===== src/sv/pwmt_pkg.sv =====
package pwmt_pkg;

    localparam int CHANNELS      = 4;
    localparam int GLOBAL_OFFSET = 0;
    localparam int CHANNEL_BASE  = 16;

    localparam int CH_W   = (CHANNELS > 1) ? $clog2(CHANNELS) : 1;
    localparam int DATA_W = 32;
    localparam int ADDR_W = 8;
    localparam int MODE_W = 2;
    localparam int CTRL_W = 2;
    localparam int DONE_LSB = 4;

    // transaction kinds
    localparam logic [MODE_W-1:0] MODE_TICK  = 2'd0;
    localparam logic [MODE_W-1:0] MODE_READ  = 2'd1;
    localparam logic [MODE_W-1:0] MODE_WRITE = 2'd2;

    // register offsets within a channel window
    localparam logic [3:0] OFF_CTRL   = 4'h0;
    localparam logic [3:0] OFF_PERIOD = 4'h4;
    localparam logic [3:0] OFF_DUTY   = 4'h8;
    localparam logic [3:0] OFF_COUNT  = 4'hC;

    localparam logic [DATA_W-1:0] COUNT_MAX = '1;

    typedef struct packed {
        logic            is_global;
        logic            bad;
        logic [CH_W-1:0] chan;
        logic [3:0]      off;
    } t_dec;

    typedef struct packed {
        logic tick;
        logic wr_ctrl;
        logic wr_period;
        logic wr_duty;
        logic clr_done;
    } t_ch_cmd;

    typedef struct packed {
        logic [CTRL_W-1:0] control;
        logic              done;
        logic [DATA_W-1:0] period;
        logic [DATA_W-1:0] duty;
        logic [DATA_W-1:0] count_view;
    } t_ch_stat;

endpackage


===== src/sv/pwmt_if.sv =====
interface pwmt_req_if import pwmt_pkg::*; ();
    logic              valid;
    logic              ready;
    logic [MODE_W-1:0] mode;
    logic [ADDR_W-1:0] address;
    logic [DATA_W-1:0] write_data;

    modport source (output valid, output mode, output address, output write_data,
                    input ready);
    modport sink   (input valid, input mode, input address, input write_data,
                    output ready);
endinterface

interface pwmt_rsp_if import pwmt_pkg::*; ();
    logic              valid;
    logic              ready;
    logic [DATA_W-1:0] read_data;
    logic              bad_address;

    modport source (output valid, output read_data, output bad_address, input ready);
    modport sink   (input valid, input read_data, input bad_address, output ready);
endinterface


===== src/sv/pwmt_decode.sv =====
module pwmt_decode import pwmt_pkg::*; (
    input  logic [ADDR_W-1:0] i_address,
    output t_dec              o_dec
);
    logic [ADDR_W-1:0] w_rel;
    logic [3:0]        w_chan_full;

    always_comb begin
        w_rel       = i_address - ADDR_W'(CHANNEL_BASE);
        w_chan_full = w_rel[7:4];
        o_dec.is_global = (i_address == ADDR_W'(GLOBAL_OFFSET));
        o_dec.chan      = w_chan_full[CH_W-1:0];
        o_dec.off       = w_rel[3:0];
        o_dec.bad       = 1'b0;
        if (!o_dec.is_global) begin
            if (i_address < ADDR_W'(CHANNEL_BASE)) begin
                o_dec.bad = 1'b1;
            end else if (w_chan_full >= 4'(CHANNELS)) begin
                o_dec.bad = 1'b1;
            end else begin
                case (o_dec.off)
                    OFF_CTRL, OFF_PERIOD, OFF_DUTY, OFF_COUNT: o_dec.bad = 1'b0;
                    default: o_dec.bad = 1'b1;
                endcase
            end
        end
    end
endmodule


===== src/sv/pwmt_channel.sv =====
module pwmt_channel import pwmt_pkg::*; (
    input  logic              i_clk,
    input  logic              i_rst_n,
    input  t_ch_cmd           i_cmd,
    input  logic [DATA_W-1:0] i_data,
    output t_ch_stat          o_stat
);
    logic [CTRL_W-1:0] r_control, n_control;
    logic [DATA_W-1:0] r_period,  n_period;
    logic [DATA_W-1:0] r_duty,    n_duty;
    logic [DATA_W-1:0] r_count,   n_count;
    logic              r_done,    n_done;
    logic              r_armed,   n_armed;
    logic [DATA_W-1:0] w_inc;

    always_comb begin
        n_control = r_control;
        n_period  = r_period;
        n_duty    = r_duty;
        n_count   = r_count;
        n_done    = r_done;
        n_armed   = r_armed;
        w_inc     = (r_count == COUNT_MAX) ? r_count : r_count + 1'b1;

        if (i_cmd.tick && r_control[0]) begin
            n_count = w_inc;
            if (r_armed && (w_inc >= r_period)) begin
                n_done  = 1'b1;
                n_armed = 1'b0;
            end
        end
        if (i_cmd.wr_ctrl) begin
            n_control = i_data[CTRL_W-1:0];
            if (!r_control[0] && i_data[0]) begin
                // rising enable: restart
                n_count = '0;
                n_done  = 1'b0;
                n_armed = (r_period != '0);
            end else if (r_control[0] && !i_data[0]) begin
                // disable keeps done
                n_count = '0;
                n_armed = 1'b0;
            end
        end
        if (i_cmd.wr_period) begin
            n_period = i_data;
            if (r_control[0]) begin
                n_count = '0;
                n_done  = 1'b0;
                n_armed = (i_data != '0);
            end
        end
        if (i_cmd.wr_duty) begin
            n_duty = i_data;
        end
        if (i_cmd.clr_done) begin
            n_done = 1'b0;
        end
    end

    always_ff @(posedge i_clk) begin
        if (!i_rst_n) begin
            r_control <= '0;
            r_period  <= '0;
            r_duty    <= '0;
            r_count   <= '0;
            r_done    <= 1'b0;
            r_armed   <= 1'b0;
        end else begin
            r_control <= n_control;
            r_period  <= n_period;
            r_duty    <= n_duty;
            r_count   <= n_count;
            r_done    <= n_done;
            r_armed   <= n_armed;
        end
    end

    always_comb begin
        o_stat.control = r_control;
        o_stat.done    = r_done;
        o_stat.period  = r_period;
        o_stat.duty    = r_duty;
        if (!r_control[0]) begin
            o_stat.count_view = '0;
        end else if ((r_period != '0) && (r_count > r_period)) begin
            o_stat.count_view = r_period;
        end else begin
            o_stat.count_view = r_count;
        end
    end
endmodule


===== src/sv/four_channel_pwm_timer_registers_core.sv =====
// Four-channel register-mapped timer core.
//
// i_req carries one transaction per handshake: a timer tick, a bus read or
// a bus write (mode, address, write_data). o_rsp returns exactly one
// transaction for each request, in order: read_data and bad_address.
//
// A request accepted into the request register is decoded and applied to
// the channel registers when it moves into the response register, which
// loads at that edge; the response is on o_rsp from that edge on.
// Throughput is one transaction per cycle while o_rsp does not stall, set
// by the single decode / update pass between the request register and the response register.
//
// Reset (synchronous, active low) clears every channel's control, period,
// duty, count, done and arming, and empties both pipeline registers.
//
// When o_rsp stalls, the response register holds; the request register
// still takes one more transaction, then i_req.ready drops until the
// response is taken. Channel state only changes when a request moves
// into the response register, so stalls never drop or repeat a tick.
module four_channel_pwm_timer_registers_core import pwmt_pkg::*; (
    input  logic      i_clk,
    input  logic      i_rst_n,
    pwmt_req_if.sink  i_req,
    pwmt_rsp_if.source o_rsp
);
    // request register
    logic              r_s1_valid;
    logic [MODE_W-1:0] r_s1_mode;
    logic [ADDR_W-1:0] r_s1_addr;
    logic [DATA_W-1:0] r_s1_data;

    // response register
    logic              r_out_valid;
    logic [DATA_W-1:0] r_out_data, n_out_data;
    logic              r_out_bad,  n_out_bad;

    logic     w_out_free;
    logic     w_adv;
    logic     w_is_rd;
    logic     w_is_wr;
    t_dec     w_dec;
    t_ch_cmd  w_cmd  [CHANNELS];
    t_ch_stat w_stat [CHANNELS];
    logic [DATA_W-1:0] w_global;
    t_ch_stat          w_sel;

    assign w_out_free  = !r_out_valid || o_rsp.ready;
    assign w_adv       = r_s1_valid && w_out_free;
    assign i_req.ready = !r_s1_valid || w_out_free;

    assign w_is_rd = (r_s1_mode == MODE_READ);
    assign w_is_wr = (r_s1_mode == MODE_WRITE);

    pwmt_decode u_decode (
        .i_address (r_s1_addr),
        .o_dec     (w_dec)
    );

    genvar g;
    generate
        for (g = 0; g < CHANNELS; g++) begin : g_ch
            logic w_hit;
            assign w_hit = w_adv && w_is_wr && !w_dec.is_global && !w_dec.bad &&
                           (w_dec.chan == CH_W'(g));
            assign w_cmd[g].tick      = w_adv && (r_s1_mode == MODE_TICK);
            assign w_cmd[g].wr_ctrl   = w_hit && (w_dec.off == OFF_CTRL);
            assign w_cmd[g].wr_period = w_hit && (w_dec.off == OFF_PERIOD);
            assign w_cmd[g].wr_duty   = w_hit && (w_dec.off == OFF_DUTY);
            // write-one-to-clear of the done flags in the global register
            assign w_cmd[g].clr_done  = w_adv && w_is_wr && w_dec.is_global &&
                                        r_s1_data[DONE_LSB + g];

            pwmt_channel u_channel (
                .i_clk   (i_clk),
                .i_rst_n (i_rst_n),
                .i_cmd   (w_cmd[g]),
                .i_data  (r_s1_data),
                .o_stat  (w_stat[g])
            );
        end
    endgenerate

    // global status view: enables low nibble, done flags high nibble
    always_comb begin
        w_global = '0;
        for (int i = 0; i < CHANNELS; i++) begin
            w_global[i]            = w_stat[i].control[0];
            w_global[DONE_LSB + i] = w_stat[i].done;
        end
    end

    assign w_sel = w_stat[w_dec.chan];

    // read mux; mode 3 and ticks give zeros
    always_comb begin
        n_out_data = '0;
        n_out_bad  = (w_is_rd || w_is_wr) && w_dec.bad;
        if (w_is_rd && !w_dec.bad) begin
            if (w_dec.is_global) begin
                n_out_data = w_global;
            end else begin
                case (w_dec.off)
                    OFF_CTRL:   n_out_data = DATA_W'(w_sel.control);
                    OFF_PERIOD: n_out_data = w_sel.period;
                    OFF_DUTY:   n_out_data = w_sel.duty;
                    OFF_COUNT:  n_out_data = w_sel.count_view;
                    default:    n_out_data = '0;
                endcase
            end
        end
    end

    always_ff @(posedge i_clk) begin
        if (!i_rst_n) begin
            r_s1_valid  <= 1'b0;
            r_out_valid <= 1'b0;
        end else begin
            if (i_req.ready) begin
                r_s1_valid <= i_req.valid;
            end
            if (w_out_free) begin
                r_out_valid <= r_s1_valid;
            end
        end
    end

    always_ff @(posedge i_clk) begin
        if (i_req.ready && i_req.valid) begin
            r_s1_mode <= i_req.mode;
            r_s1_addr <= i_req.address;
            r_s1_data <= i_req.write_data;
        end
        if (w_adv) begin
            r_out_data <= n_out_data;
            r_out_bad  <= n_out_bad;
        end
    end

    assign o_rsp.valid       = r_out_valid;
    assign o_rsp.read_data   = r_out_data;
    assign o_rsp.bad_address = r_out_bad;

    // an accepted request always occupies the request register next cycle
    a_req_lands: assert property (@(posedge i_clk) disable iff (!i_rst_n)
        i_req.valid && i_req.ready |=> r_s1_valid)
        else $error("accepted request lost");

    // a request that advances always produces a response
    a_rsp_follows: assert property (@(posedge i_clk) disable iff (!i_rst_n)
        w_adv |=> r_out_valid)
        else $error("response missing after advance");

    // a bad access never returns data
    a_bad_reads_zero: assert property (@(posedge i_clk) disable iff (!i_rst_n)
        r_out_valid && r_out_bad |-> (r_out_data == '0))
        else $error("bad address returned data");

endmodule


===== src/flat_wrapper.sv =====
// flat-port wrapper written by rule: the top's interface ports become plain ports
module four_channel_pwm_timer_registers_core_flat import pwmt_pkg::*;
  (i_clk, i_rst_n, i_req_valid, i_req_mode, i_req_address, i_req_write_data, i_req_ready, o_rsp_valid, o_rsp_read_data, o_rsp_bad_address, o_rsp_ready);
  pwmt_req_if i_req_i ();
  pwmt_rsp_if o_rsp_i ();
  input  logic i_clk;
  input  logic i_rst_n;
  input wire logic [$bits(i_req_i.valid)-1:0] i_req_valid;
  input wire logic [$bits(i_req_i.mode)-1:0] i_req_mode;
  input wire logic [$bits(i_req_i.address)-1:0] i_req_address;
  input wire logic [$bits(i_req_i.write_data)-1:0] i_req_write_data;
  output wire logic [$bits(i_req_i.ready)-1:0] i_req_ready;
  output wire logic [$bits(o_rsp_i.valid)-1:0] o_rsp_valid;
  output wire logic [$bits(o_rsp_i.read_data)-1:0] o_rsp_read_data;
  output wire logic [$bits(o_rsp_i.bad_address)-1:0] o_rsp_bad_address;
  input wire logic [$bits(o_rsp_i.ready)-1:0] o_rsp_ready;
  assign i_req_i.valid = i_req_valid;
  assign i_req_i.mode = i_req_mode;
  assign i_req_i.address = i_req_address;
  assign i_req_i.write_data = i_req_write_data;
  assign i_req_ready = i_req_i.ready;
  assign o_rsp_valid = o_rsp_i.valid;
  assign o_rsp_read_data = o_rsp_i.read_data;
  assign o_rsp_bad_address = o_rsp_i.bad_address;
  assign o_rsp_i.ready = o_rsp_ready;
  four_channel_pwm_timer_registers_core u_core (.i_clk(i_clk), .i_rst_n(i_rst_n), .i_req(i_req_i), .o_rsp(o_rsp_i));
endmodule

===== config.mk =====
export PLATFORM = sky130hd
export DESIGN_NAME = four_channel_pwm_timer_registers_core_flat
export DESIGN_NICKNAME = d
export VERILOG_FILES = /design/src/sv/pwmt_pkg.sv /design/src/sv/pwmt_if.sv /design/src/sv/pwmt_decode.sv /design/src/sv/pwmt_channel.sv /design/src/sv/four_channel_pwm_timer_registers_core.sv /design/src/flat_wrapper.sv
export SDC_FILE = /design/constraint.sdc
export NUM_CORES = 2
export LEC_CHECK = 0
export BUFFER_PORTS_ARGS = -buffer_cell sky130_fd_sc_hd__clkbuf_2
export CAP_MARGIN = 15
export CORE_ASPECT_RATIO = 0.6
export CORE_MARGIN = 10
export CORE_UTILIZATION = 45
export CTS_CLUSTER_DIAMETER = 30
export CTS_CLUSTER_SIZE = 12
export DETAILED_ROUTE_END_ITERATION = 8
export HOLD_SLACK_MARGIN = 0.15
export PLACE_DENSITY = 0.6
export SLEW_MARGIN = 20
export SYNTH_ARGS = -nofsm -noshare
export SYNTH_HDL_FRONTEND = slang
export SYNTH_SLANG_ARGS = --single-unit

===== constraint.sdc =====
create_clock -name i_clk -period 5.56 [get_ports i_clk]
set_input_delay 0.556 -clock i_clk [delete_from_list [all_inputs] [get_ports i_clk]]
set_output_delay 0.556 -clock i_clk [all_outputs]
set_load 0.05 [all_outputs]

Word-level counts from Yosys, hierarchy flattened. Cells that the tools add are included.

Add/sub/neg operators: 5. $lt $le $gt $ge: 11. Equality and inequality tests: 12. Multiplexer cells: 97. Bitwise logic cells: 3. Reduce and logical (&&, ||, !) cells: 76.

Operators by type and width (count): two-way mux 32 bit (36); binary-select mux 99 bit (select 2 bit) (1); two-way mux 99 bit (2); nonzero test 32 bit (5); adder 32 x 1 -> 32 bit, second input constant (4); equality test 32 bit, second input constant (4); >= comparator 32 bit (4); greater-than comparator 32 bit (4); case mux 32 bit (4 select lines) (1); two-way mux 1 bit (56); logical AND 1 bit (49); OR reduction 2 bit (5); zero test 1 bit (9); equality test 4 bit, second input constant (2); zero test 8 bit (1); less-than comparator 8 x 5 -> 1 bit, second input constant (1); two-way mux 8 bit (1); subtractor 8 x 5 -> 8 bit, second input constant (1); equality test 2 bit, second input constant (3); equality test 2 x 1 -> 1 bit, second input constant (2); equality test 4 x 3 -> 1 bit, second input constant (1); >= comparator 4 x 3 -> 1 bit, second input constant (1); zero test 2 bit (2); zero test 4 bit (1); other kinds (5) (8).

Flip-flop bits (word level): 477. Input bits: 46. Output and inout bits: 35. Word-level logic and storage cells: 236.

Longest topological paths before layout.
Depth in word-level cells: 14. Gate-level depth with buffers: 19. Gate-level depth less buffers: 18.

By module. From an unflattened synthesis, not the netlist that was laid out.

Cells, all modules: 3711. Area total of the unflattened synthesis: 33970.1 µm².

Modules (own cells, without submodules): pwmt_channel at u_core.g_ch[0].u_channel ... (times used 3, cells an instance 834, area each 7056.8 µm², sequential area each 2001.9 µm²); pwmt_channel at u_core.g_ch[3].u_channel (times used 1, cells an instance 825, area each 6919.1 µm², sequential area each 2001.9 µm²); four_channel_pwm_timer_registers_core (times used 1, cells an instance 365, area each 5770.5 µm², sequential area each 2292.2 µm²); pwmt_decode (times used 1, cells an instance 19, area each 110.1 µm², sequential area each 0.0 µm²).

Worst setup path after synthesis. No wires, ideal clock.

Path kind: register -> register. From: register u_core.g_ch[0].u_channel.r_count[1]. To: register u_core.g_ch[0].u_channel.r_armed. Library setup time: 60 ps. Arrival: 3548 ps. Data required time: 5500 ps. Path slack: 1952 ps. Stages on the path, launching flop included: 19. Path buffers: 1. Clock period less this slack: 3608 ps. Cell sequence: dfxtp_1 -> ha_1 -> nand3_1 -> nor4_2 -> nand4_2 -> nand4b_4 -> or3_1 -> clkbuf_1 -> nor2_1 -> xor2_1 -> ha_1 -> a21o_1 -> a21o_1 -> a211oi_1 -> o21ai_0 -> a21oi_1 -> o211ai_1 -> o211ai_1 -> o311a_1.

Word-level cells in the longest chain between the ends: 11. Elaborated cells between the ends (all ways): 12. Those cells by class: add/sub: 1; order compare: 1; eq/ne: 1; mux: 8; reduce/logical: 1.

Ends and longest elaborated chain: start: declaration (RTL line pwmt_channel.sv:11) `logic [DATA_W-1:0] r_count, n_count;`; start signal: assignment (RTL line pwmt_channel.sv:73) `r_count <= n_count;`; adder 32 x 1 -> 32 bit or equality test 32 bit (tied branches) (RTL line pwmt_channel.sv:23) `w_inc = (r_count == COUNT_MAX) ? r_count : r_count + 1'b1;`; two-way mux 32 bit * (RTL line pwmt_channel.sv:23); >= comparator 32 bit * (RTL line pwmt_channel.sv:27) `if (r_armed && (w_inc >= r_period)) begin`; logical AND 1 bit * (RTL line pwmt_channel.sv:27); two-way mux 1 bit * (RTL line pwmt_channel.sv:27); two-way mux 1 bit * (RTL line pwmt_channel.sv:25) `if (i_cmd.tick && r_control[0]) begin`; two-way mux 1 bit (RTL line pwmt_channel.sv:39) `end else if (r_control[0] && !i_data[0]) begin`; two-way mux 1 bit (RTL line pwmt_channel.sv:34) `if (!r_control[0] && i_data[0]) begin`; two-way mux 1 bit * (RTL line pwmt_channel.sv:32) `if (i_cmd.wr_ctrl) begin`; two-way mux 1 bit (RTL line pwmt_channel.sv:47) `if (r_control[0]) begin`; two-way mux 1 bit * (RTL line pwmt_channel.sv:45) `if (i_cmd.wr_period) begin`; end signal: assignment (RTL line pwmt_channel.sv:75) `r_armed <= n_armed;`; end: declaration (RTL line pwmt_channel.sv:13) `logic r_armed, n_armed;`.

Every way passes the cells marked *; elsewhere a longest branch is shown, timed or not. A chain may end at the register's enable or synchronous reset.

Final worst setup path.
From: register u_core.g_ch[3].u_channel.r_period[30]. To: register u_core.r_out_data[24] (netlist: u_core.o_rsp.read_data[24]), data pin.

Word-level cells in the longest chain between the ends: 8. Elaborated cells between the ends (all ways): 9. Those cells by class: order compare: 1; mux: 6; reduce/logical: 2.

Ends and longest elaborated chain: start: declaration (RTL line pwmt_channel.sv:9) `logic [DATA_W-1:0] r_period, n_period;`; start signal: assignment (RTL line pwmt_channel.sv:71) `r_period <= n_period;`; greater-than comparator 32 bit or nonzero test 32 bit (tied branches) (RTL line pwmt_channel.sv:86) `end else if ((r_period != '0) && (r_count > r_period)) begin`; logical AND 1 bit * (RTL line pwmt_channel.sv:86); two-way mux 32 bit * (RTL line pwmt_channel.sv:86); two-way mux 32 bit * (RTL line pwmt_channel.sv:84) `if (!r_control[0]) begin`; binary-select mux 99 bit (select 2 bit) * (RTL line four_channel_pwm_timer_registers_core.sv:92) `assign w_sel = w_stat[w_dec.chan];`; two-way mux 99 bit (implied by the code) * (2 in a row) (RTL line four_channel_pwm_timer_registers_core.sv:92); case mux 32 bit (4 select lines) * (RTL line four_channel_pwm_timer_registers_core.sv:102) `case (w_dec.off)`; end signal: assignment (RTL line four_channel_pwm_timer_registers_core.sv:134) `r_out_data <= n_out_data;`; end: declaration (RTL line four_channel_pwm_timer_registers_core.sv:34) `logic [DATA_W-1:0] r_out_data, n_out_data;`.

Every way passes the cells marked *; elsewhere a longest branch is shown, timed or not. The select of a mux whose other input is x is not followed.

==> impl_metrics.py <==
metrics = {
    "timing": {
        "relSlewSlack_pct": 28.2,
        "tns_ns": 0,
        "postLayoutSetupSlackWorst_ns": 0.830,
        "finalCritPeriodShare_pct": 85.1,
        "post-route-min-period_ns": 4.73,
        "finalMaxSlewViolations": 0,
        "clock_skew_ns": 0.0328,
        "finalSetupViolations": 0,
        "rsz0062_at_grt": "no",
        "worst_slew_pin_slew_ns": 1.07,
        "fmaxAchievable_mhz": 211,
        "hold_viol_final": 0,
    },
    "worst_setup_path": {
        "slowest_stage": "a21bo_2",
        "arrival_ns": 5.14,
        "worstSetupEndpointType": "flip-flop",
        "path_cells": "inv_1, ha_1, nand4_1, nor4_1, nor3b_2, a31oi_1, a21bo_2, buf_4, mux2i_1, o22ai_1, a211o_1",
        "critPathMaxFanout": 23,
        "crit_path_start_kind": "flip-flop",
        "crit_type": "reg -> reg",
        "critPathLaunch": "u_core.g_ch[3].u_channel.r_period[30]",
        "slowest_delay_ns": 0.83,
        "worstPathRequired_ns": 5.97,
        "regToRegStartpoint": "u_core.g_ch[3].u_channel.r_period[30]",
    },
    "placed_design": {
        "hpwl_um": 92400,
        "port_buffers": 80,
        "dpl_worst_slack_ns": 1.12,
        "gp_congestion": 1.08,
    },
    "power_and_ir_drop": {
        "switching_share_pct": 24.6,
        "power_density_mw_per_mm2": 270,
        "p_int_uw": 7360,
        "p_leak_uw": 0.0145,
        "combPwrFrac_pct": 3.4,
        "peakVddDrop_mv": 0.323,
        "switchingPower_uw": 2400,
        "power.share.clock_pct": 59.7,
        "pwr-share-seq_pct": 36.9,
    },
    "synthesis": {
        "synth-warning-count": 0,
        "avgSynthCellArea_sq_um": 8.57,
        "synthesis.instances": 3665,
        "synth_edf_count": 75,
        "syn_nets": 3979,
        "netlist_area_sq_mm": 0.0314,
        "async_flop_share_pct": 0,
        "ys_seq_area_share_pct": 32.8,
        "ys_types": 91,
        "ys_ff_latch": 477,
        "synth_ff_type": "dfxtp_1",
    },
    "clock_tree": {
        "cts-root-buf": "clkbuf_16",
        "cts_buffers": 92,
        "clkLatencyLatePin_ns": 0.68,
        "cts-hold-fix-buffers": 43,
        "cts_tree": "built",
        "htree_num_levels": 3,
        "cts_num_sinks": 477,
        "clkTransAtPathRegs_ns": 0.06,
        "post_cts_buffers": 0,
        "cts_resized": 0,
        "clk_path_buf_depth": 3,
    },
    "status": {
        "outcome": "complete, no violations",
    },
    "floorplanning": {
        "die_area_sq_mm": 0.0811,
        "coreArea_sq_mm": 0.0686,
        "die_h_um": 225,
        "io_pins": 81,
        "start_util_pct": 45.8,
        "die_x_um": 361,
        "rows": 74,
    },
    "run": {
        "cap_violations": 0,
    },
    "layout": {
        "area_growth_pct": 15.3,
        "nets": 4026,
        "drive_gt1_share_pct": 11.8,
    },
    "drt": {
        "routed_wl_um": 123000,
        "wl_per_cell_um": 26.2,
        "vias": 29000,
        "first_pass_iters": 8,
        "drc_errors": 0,
        "dr.first_iter.drc_count": 3967,
        "final_antenna_net_count": 0,
        "via_per_inst": 6.16,
    },
    "worst_hold_path": {
        "worstHoldPathType": "in -> reg",
        "min_from": "o_rsp_ready",
    },
    "grt": {
        "first_global_vias": 26700,
        "grt.total_usage_pct": 29.4,
        "grt_max_degree": 105,
        "grt_overflow_total": 0,
        "grt_pass1_wl_um": 181000,
        "antenna_found_initial": 7,
    },
}
-- final cells by class --
type / count / area [sq um]
Antenna cell: 4 / 10.0
Inverter: 147 / 552
Clock inverter: 69 / 779
Clock buffer: 105 / 2470
Multi-Input combinational cell: 2785 / 19500
Sequential cell: 477 / 10300
Tap cell: 912 / 1140
Timing Repair Buffer: 209 / 1480
Fill cell: 6244 / 32400
-- power groups by stage --
stage                     combinational (uW)  sequential (uW)  clock (uW)
final                                    333             3610        5830
after global routing                     350             3600        6040
after CTS                                331             3600        5870
after detailed placement                 307             3670           0
after global placement                   308             3670           0
after floorplan                          187             3670           0
-- cells in the mapped netlist, types with 28 or more instances --
cell type | count | area (sq um)
nand2_1 | 708 | 2660
dfxtp_1 | 402 | 8050
nor2_1 | 275 | 1030
ha_1 | 268 | 3350
a21boi_0 | 225 | 1690
inv_1 | 146 | 548
mux2i_1 | 132 | 1320
xnor2_1 | 127 | 1110
clkbuf_1 | 125 | 469
xor2_1 | 111 | 972
a21oi_1 | 96 | 480
buf_2 | 85 | 425
nand3_1 | 82 | 410
nand4_1 | 78 | 488
edfxtp_1 | 75 | 2250
mux4_2 | 66 | 1490
o22ai_1 | 56 | 350
nor4_1 | 54 | 338
nor3_1 | 53 | 265
o21ai_0 | 46 | 230
a21o_1 | 43 | 323
a21boi_1 | 37 | 278
a211o_1 | 28 | 245
a22oi_1 | 28 | 210
buf_1 | 28 | 105
-- worst max-delay path, delay by kind of cell (launching register included) --
family | cells | cell delay, ns
flops | 1 | 0.63
mux | 1 | 0.70
simple gates | 3 | 0.76
fa+ha+maj | 1 | 0.36
compound gates | 4 | 1.47
buf+inv | 2 | 0.54
-- state kept, by name, summed over array words and instances, names as in the netlist --
name,flops
u_core.g_ch.u_channel.r_count,128
u_core.r_s1_mode,2
u_core.o_rsp.valid,1
u_core.r_s1_valid,1
u_core.g_ch.u_channel.r_armed,4
u_core.r_s1_addr,8
u_core.o_rsp.read_data,32
u_core.g_ch.u_channel.r_done,4
u_core.g_ch.u_channel.r_period,128
u_core.g_ch.u_channel.r_duty,128
u_core.g_ch.u_channel.r_control,8
u_core.r_s1_data,32
u_core.o_rsp.bad_address,1
-- layer usage --
metal | share of wire [%] | GRT usage (%)
met5 | 0.075 | 0.237
met4 | 3.8 | 10.3
met3 | 16 | 13.8
met2 | 36 | 37.1
met1 | 44 | 42.2
-- cells in the final DEF (no fill, tap or decap), types with 46 or more instances in the layout --
master,Yosys,final
nand3_1,82,82
dfxtp_1,402,402
nor2_1,275,274
inv_1,146,146
edfxtp_1,75,75
clkbuf_16,0,96
nand2_1,708,706
nor3_1,53,52
a21boi_0,225,225
mux2i_1,132,132
clkbuf_2,6,79
nand4_1,78,78
o21ai_0,46,46
xnor2_1,127,127
xor2_1,111,111
ha_1,268,267
nor4_1,54,54
buf_4,7,86
o22ai_1,56,56
a21oi_1,96,96
mux4_2,66,66
-- path summary, 6_finish.rpt --
path | endpoint | slack, ns | cells past startpoint
min | u_core.o_rsp.valid | 0.24 | 3
max | u_core.o_rsp.read_data[24] | 0.83 | 11
max reg2reg | u_core.o_rsp.read_data[24] | 0.83 | 11
min reg2reg | u_core.g_ch[0].u_channel.r_duty[18] | 0.45 | 2
-- through the flow --
stage	instance area [sq um]	cells	total power (uW)	hold WS, ns	util (%)
after floorplan	31400	3665	3850	0.432	-
after global placement	32500	4487	3980	0.442	47.4
final	36200	4708	9770	0.237	52.8
after global routing	36200	4704	9990	0.253	52.7
after detailed placement	32500	4487	3980	0.446	47.4
after CTS	36200	4704	9800	0.202	52.7
-- kinds of logic after synthesis --
group,after synthesis,share of synthesized area [%]
buffers and inverters,403,5.38
AOI/OAI and AO/OA,673,15.2
and+or+nand+nor,1405,20.3
DFF,477,32.8
xor gates and xnor gates,238,6.64
muxes,201,9.05
adders and majority gates,268,10.7
No activity file was read; power rests on OpenSTA's default activity.
